===== config.mk =====
export PLATFORM = sky130hd
export DESIGN_NAME = sql_query_injection_scanner_top
export DESIGN_NICKNAME = d
export VERILOG_FILES = /design/src/rtl/sqis_pkg.sv /design/src/rtl/sql_query_injection_scanner_top.sv
export SDC_FILE = /design/constraint.sdc
export NUM_CORES = 1
export LEC_CHECK = 0
export ABC_AREA = 1
export BUFFER_PORTS_ARGS = -buffer_cell sky130_fd_sc_hd__buf_2
export CORE_MARGIN = 2
export CORE_UTILIZATION = 44
export DETAILED_ROUTE_END_ITERATION = 6
export GPL_TIMING_DRIVEN = 1
export PLACE_DENSITY_LB_ADDON = 0.1
export SETUP_SLACK_MARGIN = 0.02
export SYNTH_ARGS = -nofsm -noshare
export SYNTH_HDL_FRONTEND = slang
export SYNTH_SLANG_ARGS = --single-unit

===== constraint.sdc =====
create_clock -name clock -period 3.2 [get_ports clock]
set_input_delay 0.16 -clock clock [delete_from_list [all_inputs] [get_ports clock]]
set_output_delay 0.16 -clock clock [all_outputs]
set_load 0.03 [all_outputs]

===== src/rtl/sqis_pkg.sv =====
// ----------------------------------------------------------------------------
// SQL query injection scanner - shared definitions
// Keyword table, character codes and byte classification helpers.
// ----------------------------------------------------------------------------
`default_nettype none

package sqis_pkg;

   localparam int NUM_KW     = 9;
   localparam int KW_MAX_LEN = 11;
   // bytes kept behind the current one: longest keyword plus its leading boundary
   localparam int WIN_DEPTH  = KW_MAX_LEN;
   localparam int SEEN_W     = 4;

   localparam logic [7:0] CH_SQUOTE = 8'h27;
   localparam logic [7:0] CH_DQUOTE = 8'h22;
   localparam logic [7:0] CH_BSLASH = 8'h5C;
   localparam logic [7:0] CH_HASH   = 8'h23;
   localparam logic [7:0] CH_DASH   = 8'h2D;
   localparam logic [7:0] CH_SLASH  = 8'h2F;
   localparam logic [7:0] CH_STAR   = 8'h2A;
   localparam logic [7:0] CH_SEMI   = 8'h3B;

   // element d holds the keyword byte expected d places back from its last byte
   typedef logic [KW_MAX_LEN-1:0][7:0] kw_text_type;
   typedef logic [SEEN_W-1:0]          kw_len_type;
   typedef logic [NUM_KW-1:0]          kw_vec_type;

   localparam kw_text_type KW_TEXT [NUM_KW] = '{
      kw_text_type'("EXEC"),
      kw_text_type'("EXECUTE"),
      kw_text_type'("SLEEP"),
      kw_text_type'("DELAY"),
      kw_text_type'("BENCHMARK"),
      kw_text_type'("WAITFOR"),
      kw_text_type'({"XP_", "CMDSHELL"}),
      kw_text_type'("SYSTEM"),
      kw_text_type'("SHUTDOWN")
   };

   localparam kw_len_type KW_LEN [NUM_KW] = '{
      4'd4, 4'd7, 4'd5, 4'd5, 4'd9, 4'd7, 4'd11, 4'd6, 4'd8
   };

   function automatic logic is_space(input logic [7:0] c);
      return (c == 8'h20) || (c inside {[8'h09:8'h0D]});
   endfunction

   function automatic logic is_alnum(input logic [7:0] c);
      return c inside {[8'h30:8'h39], [8'h41:8'h5A], [8'h61:8'h7A]};
   endfunction

   function automatic logic [7:0] fold_upper(input logic [7:0] c);
      return (c inside {[8'h61:8'h7A]}) ? (c - 8'd32) : c;
   endfunction

endpackage

`default_nettype wire


===== src/rtl/sql_query_injection_scanner_top.sv =====
// ----------------------------------------------------------------------------
// SQL query injection scanner - top level
// Scans a query one byte per request and returns one verdict per query.
//
// Usage:
//   req_ channel carries one query byte per request; req_final_byte marks the
//   last byte of a query. Exactly one rsp_ request follows each final byte,
//   carrying the overall injection flag and the four individual checks.
//   Bytes are taken into an input register, classified against a window of
//   the previous eleven bytes, and the verdict is written to an output
//   register. One byte is accepted every cycle unless a final byte has to
//   wait, as described below. After a verdict all scan state returns
//   to its reset value, so the next byte opens a new query.
//   Reset empties both registers and clears all scan state; req_ready is low
//   while reset is high. While rsp_ready is low the verdict holds; bytes that
//   are not final keep flowing, and a final byte waits in the input register
//   until the held verdict is taken, which stalls req_ready for that time.
// ----------------------------------------------------------------------------
`default_nettype none

module sql_query_injection_scanner_top (
   input  wire  logic       clock,
   input  wire  logic       reset,
   input  wire  logic       req_valid,
   output       logic       req_ready,
   input  wire  logic [7:0] req_query_byte,
   input  wire  logic       req_final_byte,
   output       logic       rsp_valid,
   input  wire  logic       rsp_ready,
   output       logic       rsp_injection,
   output       logic       rsp_unbalanced_quotes,
   output       logic       rsp_comment_tokens,
   output       logic       rsp_multiple_statements,
   output       logic       rsp_risky_keyword
);
   import sqis_pkg::*;

   logic              s1_valid_ff;
   logic [7:0]        s1_byte_ff;
   logic              s1_final_ff;

   logic [7:0]        recent_ff [WIN_DEPTH];
   logic [7:0]        recent_in [WIN_DEPTH];
   logic [SEEN_W-1:0] bytes_seen_ff, bytes_seen_in;
   logic              open_single_ff, open_single_in;
   logic              open_double_ff, open_double_in;
   logic              inside_lit_ff, inside_lit_in;
   logic              lit_double_ff, lit_double_in;
   logic              semi_ff, semi_in;
   logic [2:0]        sticky_ff, sticky_in;
   kw_vec_type        kw_seen_ff, kw_seen_in;
   kw_vec_type        kw_await_ff, kw_await_in;

   logic              rsp_valid_ff, rsp_valid_in;
   logic              unbal_ff, unbal_in;
   logic              comm_ff, comm_in;
   logic              multi_ff, multi_in;
   logic              risky_ff, risky_in;

   logic              slot_free;
   logic              s1_advance;
   logic              s1_fire;

   assign slot_free  = !rsp_valid_ff || rsp_ready;
   assign s1_advance = !s1_final_ff || slot_free;
   assign s1_fire    = s1_valid_ff && s1_advance;
   assign req_ready  = !reset && (!s1_valid_ff || s1_advance);

   always_comb begin
      logic [7:0]  c;
      logic [7:0]  prev;
      logic        has_prev;
      logic        escaped;
      logic        dbl;
      logic        ends_v;
      logic        start_v;
      logic [7:0]  win [WIN_DEPTH+1];
      kw_vec_type  new_await;
      kw_vec_type  new_match;

      c        = s1_byte_ff;
      has_prev = (bytes_seen_ff != '0);
      prev     = recent_ff[0];
      escaped  = has_prev && (prev == CH_BSLASH);
      dbl      = (c == CH_DQUOTE);

      win[0] = c;
      for (int d = 1; d <= WIN_DEPTH; d++) begin
         win[d] = recent_ff[d-1];
      end

      open_single_in = open_single_ff;
      open_double_in = open_double_ff;
      inside_lit_in  = inside_lit_ff;
      lit_double_in  = lit_double_ff;
      semi_in        = semi_ff;
      sticky_in      = sticky_ff;

      // balance check
      if (c == CH_SQUOTE && !open_double_ff) begin
         if (!escaped) open_single_in = !open_single_ff;
      end else if (c == CH_DQUOTE && !open_single_ff) begin
         if (!escaped) open_double_in = !open_double_ff;
      end

      // comment tokens
      if (c == CH_HASH || (has_prev && prev == CH_DASH && c == CH_DASH)
          || (has_prev && prev == CH_SLASH && c == CH_STAR)) begin
         sticky_in[0] = 1'b1;
      end

      // multiple statements
      if (semi_ff && !is_space(c)) sticky_in[1] = 1'b1;
      if (c == CH_SQUOTE || c == CH_DQUOTE) begin
         if (!inside_lit_ff) begin
            inside_lit_in = 1'b1;
            lit_double_in = dbl;
         end else if (dbl == lit_double_ff) begin
            if (!escaped) inside_lit_in = 1'b0;
         end
      end else if (c == CH_SEMI && !inside_lit_ff) begin
         semi_in = 1'b1;
      end

      // risky keywords: close pending word ends, then look for first occurrences
      if (kw_await_ff != '0 && !is_alnum(c)) sticky_in[2] = 1'b1;
      for (int k = 0; k < NUM_KW; k++) begin
         ends_v = ({1'b0, bytes_seen_ff} + 5'd1) >= {1'b0, KW_LEN[k]};
         for (int d = 0; d < KW_MAX_LEN; d++) begin
            if (4'(d) < KW_LEN[k] && fold_upper(win[d]) != KW_TEXT[k][d]) ends_v = 1'b0;
         end
         start_v = (bytes_seen_ff >= KW_LEN[k]) ? !is_alnum(win[KW_LEN[k]]) : 1'b1;
         new_match[k] = ends_v && !kw_seen_ff[k];
         new_await[k] = new_match[k] && start_v;
      end
      kw_seen_in  = kw_seen_ff | new_match;
      kw_await_in = new_await;

      unbal_in = open_single_in || open_double_in;
      comm_in  = sticky_in[0];
      multi_in = sticky_in[1];
      risky_in = sticky_in[2] || (new_await != '0);

      recent_in[0] = c;
      for (int d = 1; d < WIN_DEPTH; d++) begin
         recent_in[d] = recent_ff[d-1];
      end
      bytes_seen_in = (bytes_seen_ff == '1) ? bytes_seen_ff : bytes_seen_ff + 1'b1;

      // end of query: drop all scan state
      if (s1_final_ff) begin
         open_single_in = 1'b0;
         open_double_in = 1'b0;
         inside_lit_in  = 1'b0;
         lit_double_in  = 1'b0;
         semi_in        = 1'b0;
         sticky_in      = '0;
         kw_seen_in     = '0;
         kw_await_in    = '0;
         bytes_seen_in  = '0;
      end
   end

   always_comb begin
      if (s1_fire && s1_final_ff) begin
         rsp_valid_in = 1'b1;
      end else if (rsp_ready) begin
         rsp_valid_in = 1'b0;
      end else begin
         rsp_valid_in = rsp_valid_ff;
      end
   end

   always_ff @(posedge clock) begin
      if (reset) begin
         s1_valid_ff <= 1'b0;
      end else if (req_ready) begin
         s1_valid_ff <= req_valid;
      end else if (s1_fire) begin
         s1_valid_ff <= 1'b0;
      end
   end

   always_ff @(posedge clock) begin
      if (req_valid && req_ready) begin
         s1_byte_ff  <= req_query_byte;
         s1_final_ff <= req_final_byte;
      end
   end

   always_ff @(posedge clock) begin
      if (reset) begin
         bytes_seen_ff  <= '0;
         open_single_ff <= 1'b0;
         open_double_ff <= 1'b0;
         inside_lit_ff  <= 1'b0;
         lit_double_ff  <= 1'b0;
         semi_ff        <= 1'b0;
         sticky_ff      <= '0;
         kw_seen_ff     <= '0;
         kw_await_ff    <= '0;
      end else if (s1_fire) begin
         bytes_seen_ff  <= bytes_seen_in;
         open_single_ff <= open_single_in;
         open_double_ff <= open_double_in;
         inside_lit_ff  <= inside_lit_in;
         lit_double_ff  <= lit_double_in;
         semi_ff        <= semi_in;
         sticky_ff      <= sticky_in;
         kw_seen_ff     <= kw_seen_in;
         kw_await_ff    <= kw_await_in;
      end
   end

   // window reads are qualified by the byte count, so it needs no reset
   always_ff @(posedge clock) begin
      if (s1_fire && !s1_final_ff) begin
         recent_ff <= recent_in;
      end
   end

   always_ff @(posedge clock) begin
      if (reset) begin
         rsp_valid_ff <= 1'b0;
      end else begin
         rsp_valid_ff <= rsp_valid_in;
      end
   end

   always_ff @(posedge clock) begin
      if (s1_fire && s1_final_ff) begin
         unbal_ff <= unbal_in;
         comm_ff  <= comm_in;
         multi_ff <= multi_in;
         risky_ff <= risky_in;
      end
   end

   assign rsp_valid               = rsp_valid_ff;
   assign rsp_unbalanced_quotes   = unbal_ff;
   assign rsp_comment_tokens      = comm_ff;
   assign rsp_multiple_statements = multi_ff;
   assign rsp_risky_keyword       = risky_ff;
   assign rsp_injection           = unbal_ff || comm_ff || multi_ff || risky_ff;

endmodule

`default_nettype wire


==> results of run 1 <==
worst paths after layout:
kind,slack (ns),to,cells after the start
min,0.07,s1_valid_ff,4
min reg2reg,0.45,kw_seen_ff[6],2
max reg2reg,0.84,rsp_risky_keyword,13
max,0.84,rsp_risky_keyword,13
per-layer routing:
metal  vias up  track usage (%)
met5         -                0
li1       3344                -
met1      3064            30.28
met2       129            37.86
met4         0            7.118
met3        31            4.623
power breakdown:
part	total, mW	switching (mW)	internal [mW]
clock	1.99	0.722	1.27
combinational	0.213	0.146	0.0667
sequential	1.94	0.0467	1.89
total	4.14	0.914	3.23
kinds of logic (layout without fill, tap and decap cells):
| group | Yosys count | after routing | share of synthesized area (%) |
|---|---|---|---|
| compound gates | 89 | 89 | 6.655 |
| xor+xnor | 3 | 3 | 0.3409 |
| fa+ha+maj | 31 | 31 | 5.032 |
| buf+inv | 149 | 207 | 7.336 |
| flops | 133 | 133 | 47.65 |
| simple gates | 572 | 572 | 32.98 |
critical path, stage by stage (launching register included):
cell and delay [ns]:
edfxtp_1 0.48, inv_1 0.14, ha_1 0.31, nor2_1 0.10, nand3_1 0.09, nand3_1 0.14, nand2_1 0.07, nor2_1 0.20
nand3_1 0.15, nor2_1 0.23, nand4_1 0.13, nand2_1 0.08, inv_1 0.04, nand3_1 0.06
layout by cell type, fill, tap and decap left out, types with 4 or more instances in the layout:
cell           instances
o21ai_0               15
clkbuf_8               5
buf_2                 19
dlygate4sd3_1         10
nor4_1                 6
inv_1                139
nor2_4                 5
a21oi_1               45
edfxtp_1             101
nand4_1               31
dfxtp_1               32
nor3_1                21
nand2_1              219
nand2_2                4
a31oi_1                5
nor2_1               154
ha_1                  31
nand3_2                4
nand3_1               99
clkbuf_16             19
nor2_2                11
nand3b_1               9
o21ai_1                4
state kept, by name, indices dropped and copies added (netlist names):
name	cells
open_double_ff	1
bytes_seen_ff	4
rsp_comment_tokens	1
semi_ff	1
s1_valid_ff	1
sticky_ff	3
kw_await_ff	9
rsp_risky_keyword	1
open_single_ff	1
s1_byte_ff	8
rsp_valid	1
lit_double_ff	1
recent_ff	88
rsp_multiple_statements	1
rsp_unbalanced_quotes	1
s1_final_ff	1
kw_seen_ff	9
inside_lit_ff	1
layout make-up:
cell class | count | area share, %
repair buffers | 33 | 2.697
clock buffers | 27 | 6.301
flip-flops and latches | 133 | 41.67
multi-input cells | 695 | 39.44
well taps | 225 | 3.193
inverters | 142 | 6.046
clock inverters | 5 | 0.6529
stage by stage:
step	worst slack (ns)	hold WS (ns)	utilization [%]	std cells	power [mW]
finish	0.8414	0.06641	51.15	1260	4.141
global route	0.5625	0.09663	51.15	1260	4.285
CTS	0.8499	0.05570	51.15	1260	4.174
detailed placement	0.8691	0.3381	47.01	1218	2.176
global placement	0.8759	0.3363	47.01	1218	2.175
floorplan	0.6492	0.2589	-	977	2.100
==> impl.org, run 1 <==
** Run status
- Result of the run :: finished clean

** Synth
- Sequential-to-total area share from yosys stat :: 47.65%
- Ys flop type :: edfxtp_1
- Net count after synthesis :: 1021
- For this run, asynchronously set or reset flops after synthesis account for 0%.
- Top cells by area, synth :: edfxtp_1, nand2_1, dfxtp_1
- Fraction of post-synthesis cell area in the top cell type by area :: between 30% and 40%
- Most common cell in the synthesized netlist :: nand2_1
- Yosys printed 0 warnings.
- The synthesized netlist contains 43 unique library cells.
- Number of flip-flops and latches in the synthesized netlist :: around 130
- Ranked by instance count, the synthesized netlist is headed by nand2_1, nor2_1, inv_1.
- Netlist area before placement :: roughly 7700 µm²
- Number of cells produced by synthesis :: roughly 980
- Of all cell types, the one taking the most synthesized area is edfxtp_1.
- The average instance in the mapped netlist occupies between 7 and 8 µm².
- Count of flip-flops with a built-in enable after synthesis :: roughly 100

** Pwr
- Power density over cell area :: 469.7 nW/µm²
- Worst vdd rail ir drop :: 0.0003592 V
- The analysis attributes to cell leakage a power of ~3.6 nW.

** Routing
- Met1 Routed Length :: about 9300 µm
- After detailed routing, the average wire length per cell comes to 15.79 µm.
- The detailed router placed 6568 vias in this run.
- Wire length after detailed routing :: approximately 20000 µm
- Highest layer used for signal routing :: met4
- The first TritonRoute pass finished after 6 iterations.
- Post-DRT Antenna Nets :: 0
- Met3 routed wirelength :: approximately 850 µm
- The routed design uses 9361 µm of met2 wire.
- Final routed DRC violation total :: 0
- Vias per Instance :: roughly 5.2
- After the first detailed-routing iteration, the DRC count stood at 455.

** Finish
- The multi-input combinational cells in the finished layout cover a total of 3477 µm².
- The filler cells instantiated in the layout total between 1500 and 2000.
- Area delta synth->final :: 14.36%
- The net count of the finished layout is ~1100.
- The number of antenna diodes in the final layout is 0.
- Area taken by flip-flops and latches :: 3674 µm²
- Share of post-route cells with drive strength above 1 :: under 10%
- After routing the design area is between 8000 and 9000 µm².

** Clocking
- For this design, the sink count on the clock tree is ~130.
- Clock tree synthesis inserted a total of 17 buffers.
- Clock root buffer master :: clkbuf_16
- TritonCTS built the clock tree.
- Number of gates resized after cts :: 0
- Clock-pin slew was measured on the worst setup and hold paths at roughly 0.06 ns.
- At the later pin of the worst-skew pair, clock insertion delay measures around 0.42 ns.
- The number of setup buffers added after CTS is 0.
- Hold bufs inserted after CTS :: 10
- No sink is reached through more buffers than the 2 on the longest clock path.
- The H-tree was split into 4 levels.

** Timing
- Counting I/O delays and the setup requirement, the final critical path takes about 2.4 ns.
- Share of the clock period used by the worst path :: about three quarters
- Worst setup skew after layout :: a little under 0.007 ns
- Peak clock frequency supported by timing :: 424.0 MHz
- Transition time at the pin with the least slew margin :: 0.6458 ns
- Setup-failing EPs final :: 0
- Relative max-transition margin :: between 50% and 60%
- In the final timing run, aggregate negative setup slack is 0 ns.
- Number of hold-slack violations in the final timing report :: 0
- Setup repair after global routing left no endpoint under its margin.
- The number of slew-limit violations in the final report was 0.

** Flow run
- # Max-Cap Violations :: 0

** Floorplanning
- Area of the die :: approximately 19000 µm²
- Width of the chip :: ~140 µm
- For this configuration, the core starts out at a cell density of between 40% and 50%.
- 20 I/O pins were placed.
- The total area inside the core boundary comes to about 17000 µm².
- The floorplan has 48 rows.
- Measured along the y axis, the die boundary spans 136.4 µm.

** Setup path
- The critical path is of the reg -> reg type.
- STA classifies the critical path startpoint as a flip-flop.
- STA puts the critical path data required time at roughly 3.5 ns.
- Start point of the critical path :: recent_ff[45]
- At the worst endpoint, the arrival time is around 2.6 ns.
- Kind of end point of the critical path :: flip-flop
- In this run the worst path has a maximum fanout of 8.
- Source of the worst register-to-register timing path :: recent_ff[45]

** Global routing
- The initial antenna violation count came to 0.
- Global routing finished with a remaining overflow of 0.
- Maximum number of pins on one net before global-route repair :: ~100
- Global routing consumed, over all layers together, 22.92% of the routing resources.
- Number of global-route vias before repair :: just over 6000
- Wire length of the first global-routing pass :: ~32000 µm

** Min path
- The worst hold path belongs to the class in -> reg.
- In this run the most critical hold path is launched from rsp_ready.

** Placed design
- Post-detail-place hpwl :: 15070 µm
- Once placement finished, the instance area stood at 8103 µm².
- Port buffer count :: 19
- Routability-driven placement finished with a final weighted congestion of between 0.9 and 1.
Note: power is estimated with default switching activity, not from simulation.
==> run 2, diff against run 1 <==
==> constraint.sdc (replaced) <==
create_clock -name clock -period 2.21 [get_ports clock]
set_input_delay 0.1105 -clock clock [delete_from_list [all_inputs] [get_ports clock]]
set_output_delay 0.1105 -clock clock [all_outputs]
set_load 0.03 [all_outputs]
==> impl.org, run 2 (synthesized netlist as in run 1, its figures left out) <==
** Finish
- The register with the most flip-flops in the final layout is recent_ff.
- Area of all placed cells without fillers :: 9742 µm² (+11%)
- Inserted Diodes :: 0 (unchanged)
- Multi-input logic area :: 3734 µm² (+7.4%)
- The fraction of final layout cells sized beyond drive strength 1 came to 21.89% (+13 points).
- Core occupancy in the finished layout :: 56.52% (+5.4 points)
- The top cell types in the final layout, fill and taps aside, are nand2_1, inv_1, nor2_1.
- Area delta synth->final :: 26.38%
- The flip-flop and latch area came to 3679 µm² (+0.14%).
- Nets@finish :: 1155 (+8.3%)
- Total of fill cells in the finished design :: 1568 (-4.4%)
- In the final layout, the registers with the most flip-flops are recent_ff x88, kw_await_ff x9, kw_seen_ff x9.
- The number of flip-flops in the largest register was 88 (unchanged).
- The library cell used most frequently in the layout, excluding fill and tap cells, is nand2_1.

** Global routing
- The maximum number of pins on one net before global-route repair came to 48 (-54%).
- The sum of overflow across all layers after global routing is 0 (unchanged).
- The aggregate global-route resource usage is 22.75% (-0.17 points).
- The initial antenna violation count came to 0 (unchanged).
- The global-route wire length before repair came to 32210 µm (-0.72%).
- The number of global-route vias before repair was 6303 (+1.4%).

** Routing
- The remaining antenna violation count after routing is 0 (unchanged).
- WL per Instance :: 15.22 µm (-3.6%)
- The average vias per placed instance was 5.134 (-1.5%).
- Final routed DRC violation total :: 0 (unchanged)
- Wire length after detailed routing :: 20530 µm (+3.2%)
- Initial DRC count :: 532 (+17%)
- Vias :: 6926 (+5.5%)
- First-pass iteration count of the detailed router :: 5 (-1)

** Flow run
- # Max-Cap Violations :: 0 (unchanged)

** Floorplanning
- The number of top-level pins was 20 (unchanged).
- The standard-cell row count is 48 (unchanged).
- Placeable core region :: 17240 µm² (unchanged)
- Area of the die :: 18590 µm² (unchanged)
- Vertical die dimension :: 136.4 µm (unchanged)
- Initial Util :: 44.72% (unchanged)
- The horizontal die dimension was 136.4 µm (unchanged).

** Run status
- The run finished with clean final reports.

** Clocking
- The worst-skew pair later-pin latency is 0.42 ns (about the same).
- The tree is rooted in a clkbuf_16.
- The largest buffer count on any clock path is 2 (unchanged).
- The total number of H-tree levels was 4 (unchanged).
- Number of sinks driven by the clock tree :: 133 (unchanged)
- CTS tree :: built
- The number of buffers created by CTS is 17 (unchanged).
- The clock transition at the registers of the reported paths came to 0.06 ns (about the same).

** Pwr
- The areal power density over the cells is 620.1 nW/µm² (+32%).
- Leakage power :: 4.066 nW (+12%)
- The post-layout total power is 6.041 mW (+46%).
- Worst vdd rail ir drop :: 0.0005494 V (+53%)

** Min path
- Worst Hold Class :: in -> reg
- Startpoint of the worst hold path :: rsp_ready
- The hold path depth came to 4 (unchanged).
- Sink of the worst hold path :: rsp_valid

** Timing
- Crit path setup slack, layout :: 0.1099 ns (-0.7314 ns)
- Worst hold margin :: 0.05071 ns (-0.01570 ns)
- The number of slew-limit violations in the final report was 0 (unchanged).
- Share of the clock period used by the worst path :: 95.03% (+21 points)
- Peak clock frequency supported by timing :: 476.2 MHz (+12%)
- The number of setup violations in the final report is 0 (unchanged).
- Transition time at the pin with the least slew margin :: 0.5759 ns (-0.06990 ns)
- Shortest clock period the worst path allows after layout :: 2.100 ns (-0.2586 ns)
- Setup repair after global routing could not meet its margin everywhere.
- Worst setup skew after layout :: 0.007297 ns (+0.0003763 ns)
- Number of hold-slack violations in the final timing report :: 0 (unchanged)
- The worst slew slack as a fraction of its limit is 61.51% (+4.7 points).

** Placed design
- The worst slack at placement is -0.005509 ns (-0.8746 ns).
- The count of port buffers added during placement came to 19 (unchanged).
- The final weighted congestion in routability-driven placement came to 0.9408 (-1.8%).
- Post-detail-place hpwl :: 15480 µm (+2.7%)
- The area after detailed placement was 8536 µm² (+5.3%).

** Setup path
- Source of the worst register-to-register timing path :: s1_byte_ff[0]
- The worst reg-to-reg path cell count was 14 (+1).
- Category of the worst setup path launch point :: flip-flop
- The maximum fanout along the worst path came to 6 (-2).
- R2r setup slk :: 0.11 ns (-0.73 ns)
- The worst setup path is of the reg -> reg kind.
- The data required time of the critical path is 2.49 ns (-0.99 ns).
- Worst R2R End :: rsp_risky_keyword
- The arrival time at the worst endpoint came to 2.38 ns (-0.26 ns).
- Kind of end point of the critical path :: flip-flop
-- run 2: repair_timing --
action,4_1_cts,5_1_grt
endpoints found under the setup margin,3,18
pin swaps,0,20
setup buffers,1,31
hold buffers,11,0
gates resized for setup,3,83
hold endpoints to repair,10,0
-- run 2: per-layer routing --
metal / vias up / part of all wire [%] / GRT usage, %
met2: 150 / 48 / 37.72
met3: 27 / 4.0 / 4.251
met5: - / 0 / 0
li1: 3518 / - / -
met4: 0 / 2.3 / 7.581
met1: 3231 / 46 / 29.95
-- run 2: through the flow --
| step | std cells | setup TNS (ns) |
|---|---|---|
| final | 1349 | 0 |
| after global routing | 1349 | -0.1072 |
| after CTS | 1318 | 0 |
| after detailed placement | 1274 | -0.005509 |
| after global placement | 1274 | 0 |
| after floorplan | 977 | 0 |
-- run 2: where the power goes --
group          switching [mW]  internal (mW)  total, mW
logic                   0.258          0.159      0.417
clock network            1.07           1.76       2.84
registers              0.0528           2.74       2.79
total                    1.38           4.66       6.04
-- run 2: worst max path at each step --
stage / end / cells after the start / start / slack, ns
after floorplan: recent_ff[0] / 6 / rsp_valid / 0.13
after global placement: rsp_risky_keyword / 15 / recent_ff[77] / 0.02
after detailed placement: rsp_risky_keyword / 11 / s1_byte_ff[2] / -0.006
after CTS: rsp_risky_keyword / 11 / s1_byte_ff[2] / 0.04
after global routing: rsp_risky_keyword / 15 / s1_byte_ff[1] / -0.05
final: rsp_risky_keyword / 14 / s1_byte_ff[0] / 0.11
-- run 2: worst max-delay path, stage by stage, from the launching register on --
cell and delay [ns]:
edfxtp_1 0.45, buf_6 0.16, nor2_2 0.10, nand2_1 0.11, nand3_2 0.08, nand2_2 0.07
nand3_1 0.10, nand2_2 0.08, nor2_4 0.23, nand3_1 0.17, nor2_2 0.15, nand3_1 0.10
nand2_1 0.07, nor2_1 0.04, nand3_1 0.07
-- run 2: final cells by class --
| cell class | count | area share (%) |
|---|---|---|
| clock inverter | 14 | 1.657 |
| sequential | 133 | 37.76 |
| clock buffer | 18 | 4.405 |
| tap | 225 | 2.890 |
| inverter | 142 | 5.471 |
| multi-input combinational | 695 | 38.33 |
| timing repair buffer | 122 | 9.491 |
